<file path="src/rtl/pba_pkg.sv">
// ----------------------------------------------------------------------------
// pba_pkg
// Shared types, constants and helper functions for the page bitmap allocator.
// ----------------------------------------------------------------------------
package pba_pkg;

  // Page and bitmap geometry
  localparam int unsigned PAGE_SHIFT       = 12;
  localparam int unsigned PAGES_PER_WORD   = 32;
  localparam int unsigned HIGH_START_PAGE  = 'h100;
  localparam int unsigned HIGH_START_WORD  = HIGH_START_PAGE / PAGES_PER_WORD;
  localparam int unsigned MAP_WORDS_MAX_DEF = 1024;
  localparam logic [31:0] FULL_WORD        = 32'hFFFF_FFFF;

  // Configuration register widths and reset values
  localparam int unsigned CFG_DATA_W      = 20;
  localparam int unsigned CFG_INDEX_W     = 2;
  localparam logic [10:0] MAP_WORDS_RESET = 11'd1024;

  // Configuration register indexes
  localparam logic [CFG_INDEX_W-1:0] REG_MAP_WORDS    = 2'd0;
  localparam logic [CFG_INDEX_W-1:0] REG_PROTECT_FIRST = 2'd1;
  localparam logic [CFG_INDEX_W-1:0] REG_PROTECT_LAST  = 2'd2;

  // Request codes
  typedef enum logic [2:0] {
    REQ_ALLOC_LOW   = 3'd0,
    REQ_ALLOC_HIGH  = 3'd1,
    REQ_FREE_PAGE   = 3'd2,
    REQ_FREE_REGION = 3'd3,
    REQ_LOCK_REGION = 3'd4
  } pba_req_e;

  // Sequencer states
  typedef enum logic [2:0] {
    ST_CLEAR,
    ST_IDLE,
    ST_CALC,
    ST_BOUND,
    ST_SCAN,
    ST_FINISH
  } pba_state_e;

  // Configuration register file contents
  typedef struct packed {
    logic [10:0] map_words;
    logic [19:0] protect_first_page;
    logic [19:0] protect_last_page;
  } pba_cfg_t;

  // One result of a request
  typedef struct packed {
    logic [31:0] result_address;
    logic        success;
  } pba_result_t;

  // Mask with bits lo..hi set (empty when lo > hi)
  function automatic logic [31:0] range_mask(input logic [4:0] lo, input logic [4:0] hi);
    logic [31:0] m;
    for (int i = 0; i < 32; i++) begin
      m[i] = (5'(i) >= lo) && (5'(i) <= hi);
    end
    return m;
  endfunction

  // Index of the lowest clear bit; 31 when the word is full
  function automatic logic [4:0] first_zero(input logic [31:0] word);
    logic [4:0] b;
    b = 5'd31;
    for (int i = 31; i >= 0; i--) begin
      if (!word[i]) begin
        b = 5'(i);
      end
    end
    return b;
  endfunction

endpackage

</file>
<file path="src/rtl/pba_if.sv">
// ----------------------------------------------------------------------------
// pba_if
// Request and response channels of the page bitmap allocator.
// ----------------------------------------------------------------------------
interface pba_req_if;
  logic        valid;
  logic        ready;
  logic [2:0]  req_type;
  logic [31:0] address;
  logic [31:0] region_bytes;

  modport source (output valid, output req_type, output address, output region_bytes,
                  input ready);
  modport sink (input valid, input req_type, input address, input region_bytes,
                output ready);
endinterface


</file>
<file path="src/rtl/pba_walker.sv">
// ----------------------------------------------------------------------------
// pba_walker
// Request sequencer: works out the word range of a request, then walks it
// one bitmap word per cycle with a read-modify-write over the bitmap store.
// ----------------------------------------------------------------------------
module pba_walker #(
  parameter int unsigned MAP_WORDS_MAX = pba_pkg::MAP_WORDS_MAX_DEF,
  parameter int unsigned AW = (MAP_WORDS_MAX > 1) ? $clog2(MAP_WORDS_MAX) : 1
) (
  input  logic                clk_i,
  input  logic                rst_ni,
  input  pba_pkg::pba_cfg_t   cfg_i,
  pba_req_if.sink             req_i,
  output logic                ram_we_o,
  output logic [AW-1:0]       ram_waddr_o,
  output logic [31:0]         ram_wdata_o,
  output logic                ram_re_o,
  output logic [AW-1:0]       ram_raddr_o,
  input  logic [31:0]         ram_rdata_i,
  input  logic                rsp_free_i,
  output logic                done_o,
  output pba_pkg::pba_result_t result_o
);

  import pba_pkg::*;

  localparam int unsigned CW = ($clog2(MAP_WORDS_MAX + 1) > 11) ?
                               $clog2(MAP_WORDS_MAX + 1) : 11;
  localparam int unsigned EW = 22;
  localparam logic [15:0] START_HIGH = 16'(HIGH_START_WORD);

  pba_state_e  state_q, state_d;
  logic [2:0]  req_q, req_d;
  logic [31:0] addr_q, addr_d;
  logic [31:0] len_q, len_d;
  logic [EW-1:0] end_q, end_d;
  logic [AW-1:0] lo_w_q, lo_w_d, hi_w_q, hi_w_d;
  logic [4:0]  lo_b_q, lo_b_d, hi_b_q, hi_b_d;
  logic [AW-1:0] rd_next_q, rd_next_d;
  logic        rd_more_q, rd_more_d;
  logic        dv_q, dv_d;
  logic [AW-1:0] dw_q, dw_d;
  logic [31:0] res_q, res_d;
  logic        succ_q, succ_d;
  logic [AW-1:0] clr_q, clr_d;

  logic [CW-1:0] map_ext, words_n;
  logic [EW-1:0] limit;
  logic [19:0]   first_pg;
  logic [32:0]   sum_c, lock_s;
  logic [EW-1:0] end_c, last_pg;
  logic          reg_empty;
  logic [15:0]   alloc_start;
  logic          alloc_empty;
  logic [4:0]    seg_lo, seg_hi, prot_lo, prot_hi;
  logic [14:0]   dw_ext;
  logic          prot_on;
  logic [31:0]   rmask, pmask;
  logic [31:0]   free_data, lock_data, alloc_data;
  logic [4:0]    free_bit;
  logic [19:0]   alloc_page;
  pba_req_e      req_e;

  // Words in use, clipped to the store depth
  assign map_ext = CW'(cfg_i.map_words);
  assign words_n = (map_ext > CW'(MAP_WORDS_MAX)) ? CW'(MAP_WORDS_MAX) : map_ext;
  assign limit   = EW'({words_n, 5'b0});

  // Region bounds
  assign first_pg  = addr_q[31:12];
  assign sum_c     = {1'b0, addr_q} + {1'b0, len_q};
  assign lock_s    = sum_c - 33'd1;
  assign end_c     = (end_q < limit) ? end_q : limit;
  assign last_pg   = end_c - EW'(1);
  assign reg_empty = EW'(first_pg) >= end_c;
  assign req_e     = pba_req_e'(req_q);

  // Allocation start word
  assign alloc_start = (req_e == REQ_ALLOC_HIGH) ? START_HIGH : 16'd0;
  assign alloc_empty = words_n <= CW'(alloc_start);

  // Masks for the word now returned by the store
  assign seg_lo  = (dw_q == lo_w_q) ? lo_b_q : 5'd0;
  assign seg_hi  = (dw_q == hi_w_q) ? hi_b_q : 5'd31;
  assign rmask   = range_mask(seg_lo, seg_hi);
  assign dw_ext  = 15'(dw_q);
  assign prot_on = (cfg_i.protect_first_page <= cfg_i.protect_last_page) &&
                   (dw_ext >= cfg_i.protect_first_page[19:5]) &&
                   (dw_ext <= cfg_i.protect_last_page[19:5]);
  assign prot_lo = (dw_ext == cfg_i.protect_first_page[19:5]) ?
                   cfg_i.protect_first_page[4:0] : 5'd0;
  assign prot_hi = (dw_ext == cfg_i.protect_last_page[19:5]) ?
                   cfg_i.protect_last_page[4:0] : 5'd31;
  assign pmask   = prot_on ? range_mask(prot_lo, prot_hi) : 32'd0;

  // Modified word for each request kind
  assign free_data  = ram_rdata_i & ~(rmask & ~pmask);
  assign lock_data  = ram_rdata_i | rmask;
  assign free_bit   = first_zero(ram_rdata_i);
  assign alloc_data = ram_rdata_i | (32'd1 << free_bit);
  assign alloc_page = 20'({dw_q, free_bit});

  assign req_i.ready = (state_q == ST_IDLE);
  assign result_o    = '{result_address: res_q, success: succ_q};

  // Next state and store access
  always_comb begin
    logic stop;
    stop        = 1'b0;
    state_d     = state_q;
    req_d       = req_q;
    addr_d      = addr_q;
    len_d       = len_q;
    end_d       = end_q;
    lo_w_d      = lo_w_q;
    hi_w_d      = hi_w_q;
    lo_b_d      = lo_b_q;
    hi_b_d      = hi_b_q;
    rd_next_d   = rd_next_q;
    rd_more_d   = rd_more_q;
    dv_d        = 1'b0;
    dw_d        = dw_q;
    res_d       = res_q;
    succ_d      = succ_q;
    clr_d       = clr_q;
    ram_we_o    = 1'b0;
    ram_waddr_o = dw_q;
    ram_wdata_o = free_data;
    ram_re_o    = 1'b0;
    ram_raddr_o = rd_next_q;
    done_o      = 1'b0;

    case (state_q)
      // Fill every word with ones after reset
      ST_CLEAR: begin
        ram_we_o    = 1'b1;
        ram_waddr_o = clr_q;
        ram_wdata_o = FULL_WORD;
        clr_d       = clr_q + AW'(1);
        if (clr_q == AW'(MAP_WORDS_MAX - 1)) begin
          state_d = ST_IDLE;
        end
      end

      // Take a request
      ST_IDLE: begin
        if (req_i.valid) begin
          req_d   = req_i.req_type;
          addr_d  = req_i.address;
          len_d   = req_i.region_bytes;
          state_d = ST_CALC;
        end
      end

      // Work out the exclusive end page
      ST_CALC: begin
        case (req_e)
          REQ_FREE_PAGE:   end_d = EW'(first_pg) + EW'(1);
          REQ_FREE_REGION: end_d = EW'(sum_c[32:12]);
          REQ_LOCK_REGION: begin
            if (len_q == 32'd0) begin
              end_d = EW'(first_pg) + EW'(1);
            end else begin
              end_d = EW'(lock_s[32:12]) + EW'(1);
            end
          end
          default: end_d = '0;
        endcase
        state_d = ST_BOUND;
      end

      // Clip to the map and set up the word walk
      ST_BOUND: begin
        res_d  = 32'd0;
        succ_d = 1'b0;
        case (req_e)
          REQ_ALLOC_LOW, REQ_ALLOC_HIGH: begin
            lo_w_d  = alloc_start[AW-1:0];
            hi_w_d  = AW'(words_n - CW'(1));
            state_d = alloc_empty ? ST_FINISH : ST_SCAN;
          end
          REQ_FREE_PAGE, REQ_FREE_REGION, REQ_LOCK_REGION: begin
            lo_w_d  = AW'(first_pg[19:5]);
            hi_w_d  = AW'(last_pg[20:5]);
            lo_b_d  = first_pg[4:0];
            hi_b_d  = last_pg[4:0];
            state_d = reg_empty ? ST_FINISH : ST_SCAN;
          end
          default: state_d = ST_FINISH;
        endcase
        rd_next_d = lo_w_d;
        rd_more_d = 1'b1;
      end

      // Read ahead one word while the returned word is modified and written
      ST_SCAN: begin
        if (dv_q) begin
          case (req_e)
            REQ_ALLOC_LOW, REQ_ALLOC_HIGH: begin
              if (ram_rdata_i != FULL_WORD) begin
                ram_we_o    = 1'b1;
                ram_wdata_o = alloc_data;
                res_d       = {alloc_page, 12'd0};
                succ_d      = 1'b1;
                stop        = 1'b1;
              end else if (dw_q == hi_w_q) begin
                stop = 1'b1;
              end
            end
            REQ_LOCK_REGION: begin
              ram_we_o    = 1'b1;
              ram_wdata_o = lock_data;
              stop        = (dw_q == hi_w_q);
            end
            default: begin
              ram_we_o    = 1'b1;
              ram_wdata_o = free_data;
              stop        = (dw_q == hi_w_q);
            end
          endcase
        end
        if (rd_more_q && !stop) begin
          ram_re_o  = 1'b1;
          dv_d      = 1'b1;
          dw_d      = rd_next_q;
          rd_next_d = rd_next_q + AW'(1);
          rd_more_d = (rd_next_q != hi_w_q);
        end
        if (stop) begin
          rd_more_d = 1'b0;
          state_d   = ST_FINISH;
        end
      end

      // Hand the result over once the output stage has room
      ST_FINISH: begin
        if (rsp_free_i) begin
          done_o  = 1'b1;
          state_d = ST_IDLE;
        end
      end

      default: state_d = ST_IDLE;
    endcase
  end

  // Control registers
  always_ff @(posedge clk_i or negedge rst_ni) begin
    if (!rst_ni) begin
      state_q   <= ST_CLEAR;
      clr_q     <= '0;
      dv_q      <= 1'b0;
      rd_more_q <= 1'b0;
    end else begin
      state_q   <= state_d;
      clr_q     <= clr_d;
      dv_q      <= dv_d;
      rd_more_q <= rd_more_d;
    end
  end

  // Payload registers
  always_ff @(posedge clk_i) begin
    req_q     <= req_d;
    addr_q    <= addr_d;
    len_q     <= len_d;
    end_q     <= end_d;
    lo_w_q    <= lo_w_d;
    hi_w_q    <= hi_w_d;
    lo_b_q    <= lo_b_d;
    hi_b_q    <= hi_b_d;
    rd_next_q <= rd_next_d;
    dw_q      <= dw_d;
    res_q     <= res_d;
    succ_q    <= succ_d;
  end

endmodule

</file>
<file path="src/flat_wrapper.sv">
// flat-port wrapper written by rule: the top's interface ports become plain ports
module pba_walker_flat import pba_pkg::*;
#(
  parameter int unsigned MAP_WORDS_MAX = pba_pkg::MAP_WORDS_MAX_DEF,
  parameter int unsigned AW = (MAP_WORDS_MAX > 1) ? $clog2(MAP_WORDS_MAX) : 1
)
  (clk_i, rst_ni, cfg_i, ram_we_o, ram_waddr_o, ram_wdata_o, ram_re_o, ram_raddr_o, ram_rdata_i, rsp_free_i, done_o, result_o, req_i_valid, req_i_req_type, req_i_address, req_i_region_bytes, req_i_ready);
  pba_req_if req_i_i ();
  input  logic clk_i;
  input  logic rst_ni;
  input  pba_pkg::pba_cfg_t cfg_i;
  output logic ram_we_o;
  output logic [AW-1:0] ram_waddr_o;
  output logic [31:0] ram_wdata_o;
  output logic ram_re_o;
  output logic [AW-1:0] ram_raddr_o;
  input  logic [31:0] ram_rdata_i;
  input  logic rsp_free_i;
  output logic done_o;
  output pba_pkg::pba_result_t result_o;
  input wire logic [$bits(req_i_i.valid)-1:0] req_i_valid;
  input wire logic [$bits(req_i_i.req_type)-1:0] req_i_req_type;
  input wire logic [$bits(req_i_i.address)-1:0] req_i_address;
  input wire logic [$bits(req_i_i.region_bytes)-1:0] req_i_region_bytes;
  output wire logic [$bits(req_i_i.ready)-1:0] req_i_ready;
  assign req_i_i.valid = req_i_valid;
  assign req_i_i.req_type = req_i_req_type;
  assign req_i_i.address = req_i_address;
  assign req_i_i.region_bytes = req_i_region_bytes;
  assign req_i_ready = req_i_i.ready;
  pba_walker #(.MAP_WORDS_MAX(MAP_WORDS_MAX), .AW(AW)) u_core (.clk_i(clk_i), .rst_ni(rst_ni), .cfg_i(cfg_i), .req_i(req_i_i), .ram_we_o(ram_we_o), .ram_waddr_o(ram_waddr_o), .ram_wdata_o(ram_wdata_o), .ram_re_o(ram_re_o), .ram_raddr_o(ram_raddr_o), .ram_rdata_i(ram_rdata_i), .rsp_free_i(rsp_free_i), .done_o(done_o), .result_o(result_o));
endmodule
</file>
<file path="config.mk">
export PLATFORM = sky130hd
export DESIGN_NAME = pba_walker_flat
export DESIGN_NICKNAME = d
export VERILOG_FILES = /design/src/rtl/pba_pkg.sv /design/src/rtl/pba_if.sv /design/src/rtl/pba_walker.sv /design/src/flat_wrapper.sv
export SDC_FILE = /design/constraint.sdc
export NUM_CORES = 1
export LEC_CHECK = 0
export ABC_AREA = 0
export BUFFER_PORTS_ARGS = -buffer_cell sky130_fd_sc_hd__buf_2
export CORE_MARGIN = 2
export CORE_UTILIZATION = 30
export DETAILED_ROUTE_END_ITERATION = 6
export HOLD_SLACK_MARGIN = 0.03
export SYNTH_ARGS = -nofsm -noshare
export SYNTH_HDL_FRONTEND = slang
export SYNTH_SLANG_ARGS = --single-unit
</file>
<file path="constraint.sdc">
create_clock -name clk_i -period 5.6 [get_ports clk_i]
set_input_delay 1.12 -clock clk_i [delete_from_list [all_inputs] [get_ports clk_i]]
set_output_delay 1.12 -clock clk_i [all_outputs]
set_load 0.01 [all_outputs]
</file>
# After elaboration in Yosys (flattened, before gate mapping)
# Cells that the tools add are included.
[word_totals]
regBits = 187
latch_bits = 0
ramBits = 0
rom_bits = 0
elab_cells = 356
mem_count = 0
[classes]
addsub = 8
multipliers = 0
div_mod_pow = 0
n_lt_le_gt_ge = 135
n_eq_ne = 25
n_shift = 1
muxes = 82
bitwise = 6
n_reduce_logical = 83
[ops]
columns = ["operator", "count"]
rows = [
  ["$mux W32", 6],
  ["$pmux W32 S2", 3],
  ["$mux W5", 34],
  ["$ge A5 B5 Y1 const A", 32],
  ["$le A5 B5 Y1 const A", 32],
  ["$ge A4 B5 Y1 const A", 16],
  ["$le A4 B5 Y1 const A", 16],
  ["$logic_and A1 B1 Y1", 67],
  ["$pmux W22 S3", 1],
  ["$and A32 B32 Y32", 2],
  ["$not A32 Y32", 2],
  ["$or A32 B32 Y32", 2],
  ["$pmux W10 S2", 3],
  ["$mux W22", 2],
  ["$ge A3 B5 Y1 const A", 8],
  ["$le A3 B5 Y1 const A", 8],
  ["$add A32 B32 Y33", 1],
  ["$sub A33 B1 Y33 const B", 1],
  ["$logic_not A32 Y1", 1],
  ["$ne A32 B32 Y1 const B", 1],
  ["$shl A1 B5 Y32 const A", 1],
  ["$eq A10 B15 Y1", 2],
  ["$add A21 B1 Y22 const B", 1],
  ["$ge A20 B22 Y1", 1],
  ["38 further kinds", 97],
]

# Logic depth before layout (Yosys ltp)
[depth]
depth_word = 37
mapped_depth = 26

# Worst setup path before layout
# Ideal clock, no wire load.
[synth_path]
path_kind = "in2reg"
start = "input port cfg_i[50] in the netlist's numbering"
end = "register u_core.state_q[0]"
t_arrival_ns = 5.517
required_ns = 5.470
slack_ns = -0.046
cell_stages = 26
n_path_buf = 3
path_cell_list = "clkbuf_1 clkinv_1 nand2_1 ha_1 a21o_1 a21o_1 a21oi_1 o21ai_0 a41o_1 nor2_1 clkbuf_1 clkbuf_1 nand2_1 inv_1 ha_1 nand2b_1 a21o_1 a21o_1 a21o_1 a21o_1 a21o_1 a21o_1 a21o_1 a21oi_1 or3_1 a31oi_1"
[synth_via]
elab_chain_len = 8
elab_cells_between_ends = 10
[synth_lines]
columns = ["element", "line_no", "source"]
rows = [
  ["start: declaration", "flat_wrapper.sv:11", "input pba_pkg::pba_cfg_t cfg_i;"],
  ["$gt A11 B11 Y1", "pba_walker.sv:66", "assign words_n = (map_ext > CW'(MAP_WORDS_MAX)) ? CW'(MAP_WORDS_MAX) : map_ext;"],
  ["$mux W11 *", "pba_walker.sv:66", ""],
  ["$lt A22 B16 Y1", "pba_walker.sv:73", "assign end_c = (end_q < limit) ? end_q : limit;"],
  ["$mux W22", "pba_walker.sv:73", ""],
  ["$ge A20 B22 Y1", "pba_walker.sv:75", "assign reg_empty = EW'(first_pg) >= end_c;"],
  ["$mux W1", "pba_walker.sv:187", "state_d = reg_empty ? ST_FINISH : ST_SCAN;"],
  ["$pmux W3 S2 *", "pba_walker.sv:176", "case (req_e)"],
  ["$pmux W3 S6 *", "pba_walker.sv:133", "case (state_q)"],
  ["end signal: assignment", "pba_walker.sv:255", "state_q <= state_d;"],
  ["end: declaration", "pba_walker.sv:32", "pba_state_e state_q, state_d;"],
]
# Mark *: on every way between the ends. The rest lies on a longest branch, timed or not.
# A chain may end at the register's enable or synchronous reset.

# Worst setup path after layout
[layout_path]
start = "input port cfg_i[14] in the netlist's numbering"
end = "output port ram_wdata_o[3]"
[layout_via]
elab_chain_len = 13
elab_cells_between_ends = 17
[layout_lines]
columns = ["element", "line_no", "source"]
rows = [
  ["$eq A10 B15 Y1", "pba_walker.sv:92", "assign prot_hi = (dw_ext == cfg_i.protect_last_page[19:5]) ?"],
  ["$mux W5", "pba_walker.sv:92", ""],
  ["$le A2 B5 Y1", "pba_pkg.sv:61", "m[i] = (5'(i) >= lo) && (5'(i) <= hi);"],
  ["$logic_and A1 B1 Y1", "pba_pkg.sv:61", ""],
  ["$mux W32 *", "pba_walker.sv:94", "assign pmask = prot_on ? range_mask(prot_lo, prot_hi) : 32'd0;"],
  ["$not A32 Y32 *", "pba_walker.sv:97", "assign free_data = ram_rdata_i & ~(rmask & ~pmask);"],
  ["$and A32 B32 Y32 *", "pba_walker.sv:97", ""],
  ["$not A32 Y32 *", "pba_walker.sv:97", ""],
  ["$and A32 B32 Y32 *", "pba_walker.sv:97", ""],
  ["$mux W32", "pba_walker.sv:200", "if (ram_rdata_i != FULL_WORD) begin"],
  ["$pmux W32 S2", "pba_walker.sv:198", "case (req_e)"],
  ["$mux W32", "pba_walker.sv:197", "if (dv_q) begin"],
  ["$pmux W32 S2 *", "pba_walker.sv:133", ""],
  ["end: declaration", "flat_wrapper.sv:14", "output logic [31:0] ram_wdata_o;"],
]
# Marked as above.

==> results.sh <==
export IMPL_async_flop_share=0.0882
export IMPL_synth_area_um2=15600
export IMPL_arrival_ns=4.23
export IMPL_top_layer="met4"
export IMPL_wl_met2_mm=29.6
export IMPL_clockBufferDepth=2
export IMPL_die_h_um=232
export IMPL_track_usage=0.227
export IMPL_tightest_slew_ns=1.17
export IMPL_cp_max_fo=12
export IMPL_ys_flop_type="edfxtp_1"
export IMPL_antenna_found_initial=2
export IMPL_status="finished, final reports clean"
export IMPL_fin_setup_tns_ns=0
export IMPL_grt_first_pass_wirelength_mm=93.4
export IMPL_drc=0
export IMPL_postRouteWirelength_mm=62.4
export IMPL_gp_congestion=0.995
export IMPL_rsz0062_at_grt="no"
export IMPL_internal_power_w=0.00364
export IMPL_path_class="in2out"
export IMPL_hold_viol=0
export IMPL_synth_cell_types=86
export IMPL_dr_pass1_iters=5
export IMPL_most_common_layout_cells="buf_2, nand2_1, nor2_1, edfxtp_1, a21oi_1"
export IMPL_wl_met3_mm=4.71
export IMPL_grt_max_degree=68
export IMPL_core_area_um2=51400
export IMPL_h_tree_depth=4
export IMPL_hold_path_class="reg2reg"
export IMPL_fin_crit_ns=5.35
export IMPL_grt_overflow_total=0
export IMPL_sw_frac_of_total=0.464
export IMPL_clkPwrFrac=0.183
export IMPL_nNetsFinal=2383
export IMPL_syn_avg_cell_area_um2=8.31
export IMPL_clk_pin_slew_ns=0.09
export IMPL_syn2layout_area_growth_pct=17.9
export IMPL_ctsRootBufferMaster="clkbuf_16"
export IMPL_switching_power_w=0.00314
export IMPL_place_ws_ns=0.169
export IMPL_synth_warnings=0
export IMPL_drive_above_1_share=0.173
export IMPL_vias_per_cell=5.75
export IMPL_fin_ws_ns=0.248
export IMPL_ant_nets=0
export IMPL_hold_ws_ns=0.501
export IMPL_crit_path_start_kind="primary input"
export IMPL_cts_buffers=17
export IMPL_cts_tree="built"
export IMPL_irDropWorstVdd_mv=0.266
export IMPL_netlist_instances=1877
export IMPL_die_area_um2=53800
export IMPL_avgRoutedWirePerCell_um=22.2
export IMPL_drv_slew=0
export IMPL_met1Wirelength_mm=26.1
export IMPL_critPathCaptureType="output pin"
export IMPL_leakage_nw=7.43
export IMPL_required_ns=4.48
export IMPL_skew_ns=0.0135
export IMPL_dp_hpwl_mm=50.7
export IMPL_insertion_delay_ns=0.46
export IMPL_finalSetupViolCount=0
export IMPL_power_density_nw_per_um2=369
export IMPL_ff2ff_setup_slack_ns=0.82
export IMPL_final_common_cell="buf_2"
export IMPL_top_level_ports=243
export IMPL_synth_seq_cells=170
export IMPL_start_util=0.303
export IMPL_synth_edf_count=155
export IMPL_slew_headroom=0.214
export IMPL_cts_sinks=170
export IMPL_seqPwrFrac=0.313
export IMPL_die_w_um=232
export IMPL_rows=83
export IMPL_ys_seq_area_frac=0.323
export IMPL_p_comb_frac=0.504
export IMPL_port_buffers=225
export IMPL_period_share=0.956
export IMPL_drt_iter0_markers=1329
export IMPL_vias=16200
export IMPL_drv_cap=0
export IMPL_fmax_mhz=187
export IMPL_grt_pass1_vias=15400
==> synthesized netlist by cell type (all sizes together) (29+ instances only) <==
cell type,count,area [um^2]
a21o,39,293
a21oi,144,721
a31oi,29,181
and3,31,199
clkbuf,66,248
edfxtp,155,4650
ha,110,1380
inv,80,300
nand2,196,736
nand3,60,300
nand4,48,300
nor2,177,664
nor3,56,280
nor4,30,188
o21ai,131,659
xnor2,66,578
xor2,50,438
==> through the flow <==
| step | power, W | cell area (um^2) | instances | util |
|---|---|---|---|---|
| after floorplan | 0.00422 | 15700 | 1896 | - |
| after global placement | 0.00548 | 17700 | 2777 | 0.345 |
| after detailed placement | 0.00551 | 17700 | 2777 | 0.345 |
| after CTS | 0.00677 | 18400 | 2809 | 0.357 |
| after global routing | 0.00722 | 18400 | 2811 | 0.358 |
| final | 0.00678 | 18400 | 2813 | 0.358 |
==> power groups by stage <==
stage,clock [W],sequential [W],combinational (W)
after floorplan,0,0.00198,0.00225
after global placement,0,0.00214,0.00334
after detailed placement,0,0.00215,0.00337
after CTS,0.00127,0.00212,0.00338
after global routing,0.00132,0.00216,0.00374
final,0.00124,0.00212,0.00342
==> path summary, 6_finish.rpt <==
kind	start	endpoint	depth (start not counted)
hold / removal	u_core.clr_q[7]$_DFFE_PN0P_	u_core.clr_q[7]$_DFFE_PN0P_	1
min in group asynchronous	rst_ni	u_core.clr_q[6]$_DFFE_PN0P_	1
setup / recovery	cfg_i[14]	ram_wdata_o[3]	17
hold reg to reg	u_core.clr_q[7]$_DFFE_PN0P_	u_core.clr_q[7]$_DFFE_PN0P_	1
max in group asynchronous	rst_ni	u_core.dv_q$_DFF_PN0_	1
setup reg to reg	u_core.len_q[0]$_DFFE_PP_	u_core.end_q[16]$_DFFE_PP_	14
==> worst max-delay path: stages <==
cell and delay, ns:
buf_2 0.08, inv_1 0.05, ha_1 0.30, nand4_1 0.14, nor2_2 0.17, nand4_1 0.13, or2_2 0.33, a221oi_1 0.24
o21ai_0 0.12, a211o_1 0.32, buf_12 0.18, nor2_1 0.15, buf_4 0.18, a211oi_1 0.08, a311oi_1 0.36, buf_4 0.16
buf_2 0.11
==> cells by family after synthesis <==
kind of cell    synth area share
other cells             0.000482
flops                      0.323
compound gates             0.238
simple gates               0.229
mux                      0.00874
buf+inv                   0.0464
fa+ha+maj                 0.0895
xor+xnor                  0.0651
==> flip-flops by register name, summed over array words and instances (netlist names) <==
| signal | cells |
|---|---|
| u_core.state_q | 3 |
| u_core.hi_w_q | 10 |
| u_core.dw_q | 10 |
| u_core.addr_q | 32 |
| u_core.lo_w_q | 10 |
| u_core.clr_q | 10 |
| u_core.ram_raddr_o | 10 |
| u_core.res_q | 15 |
| u_core.dv_q | 1 |
| u_core.req_e | 3 |
| u_core.len_q | 32 |
| u_core.rd_more_q | 1 |
| u_core.end_q | 22 |
| u_core.succ_q | 1 |
| u_core.hi_b_q | 5 |
| u_core.lo_b_q | 5 |
==> final cells by class <==
| class | instances | area, um^2 |
|---|---|---|
| Antenna cell | 2 | 5.00 |
| Clock buffer | 17 | 425 |
| Clock inverter | 15 | 204 |
| Fill cell | 5409 | 33000 |
| Inverter | 82 | 308 |
| Multi-Input combinational cell | 1556 | 9930 |
| Sequential cell | 170 | 5030 |
| Tap cell | 680 | 851 |
| Timing Repair Buffer | 291 | 1630 |
==> metal layers <==
metal / vias up / global-route usage
met5: - / 0
met4: 0 / 0.0751
met3: 116 / 0.0328
met2: 823 / 0.387
met1: 7686 / 0.292
li1: 7540 / -
==> repair_timing <==
action / 4_1_cts / 5_1_grt
endpoints found under the setup margin: 0 / 4
hold buffers: 0 / 0
resized for setup: 0 / 3
buffers inserted: 0 / 2
(Power assumes the default switching activity.)
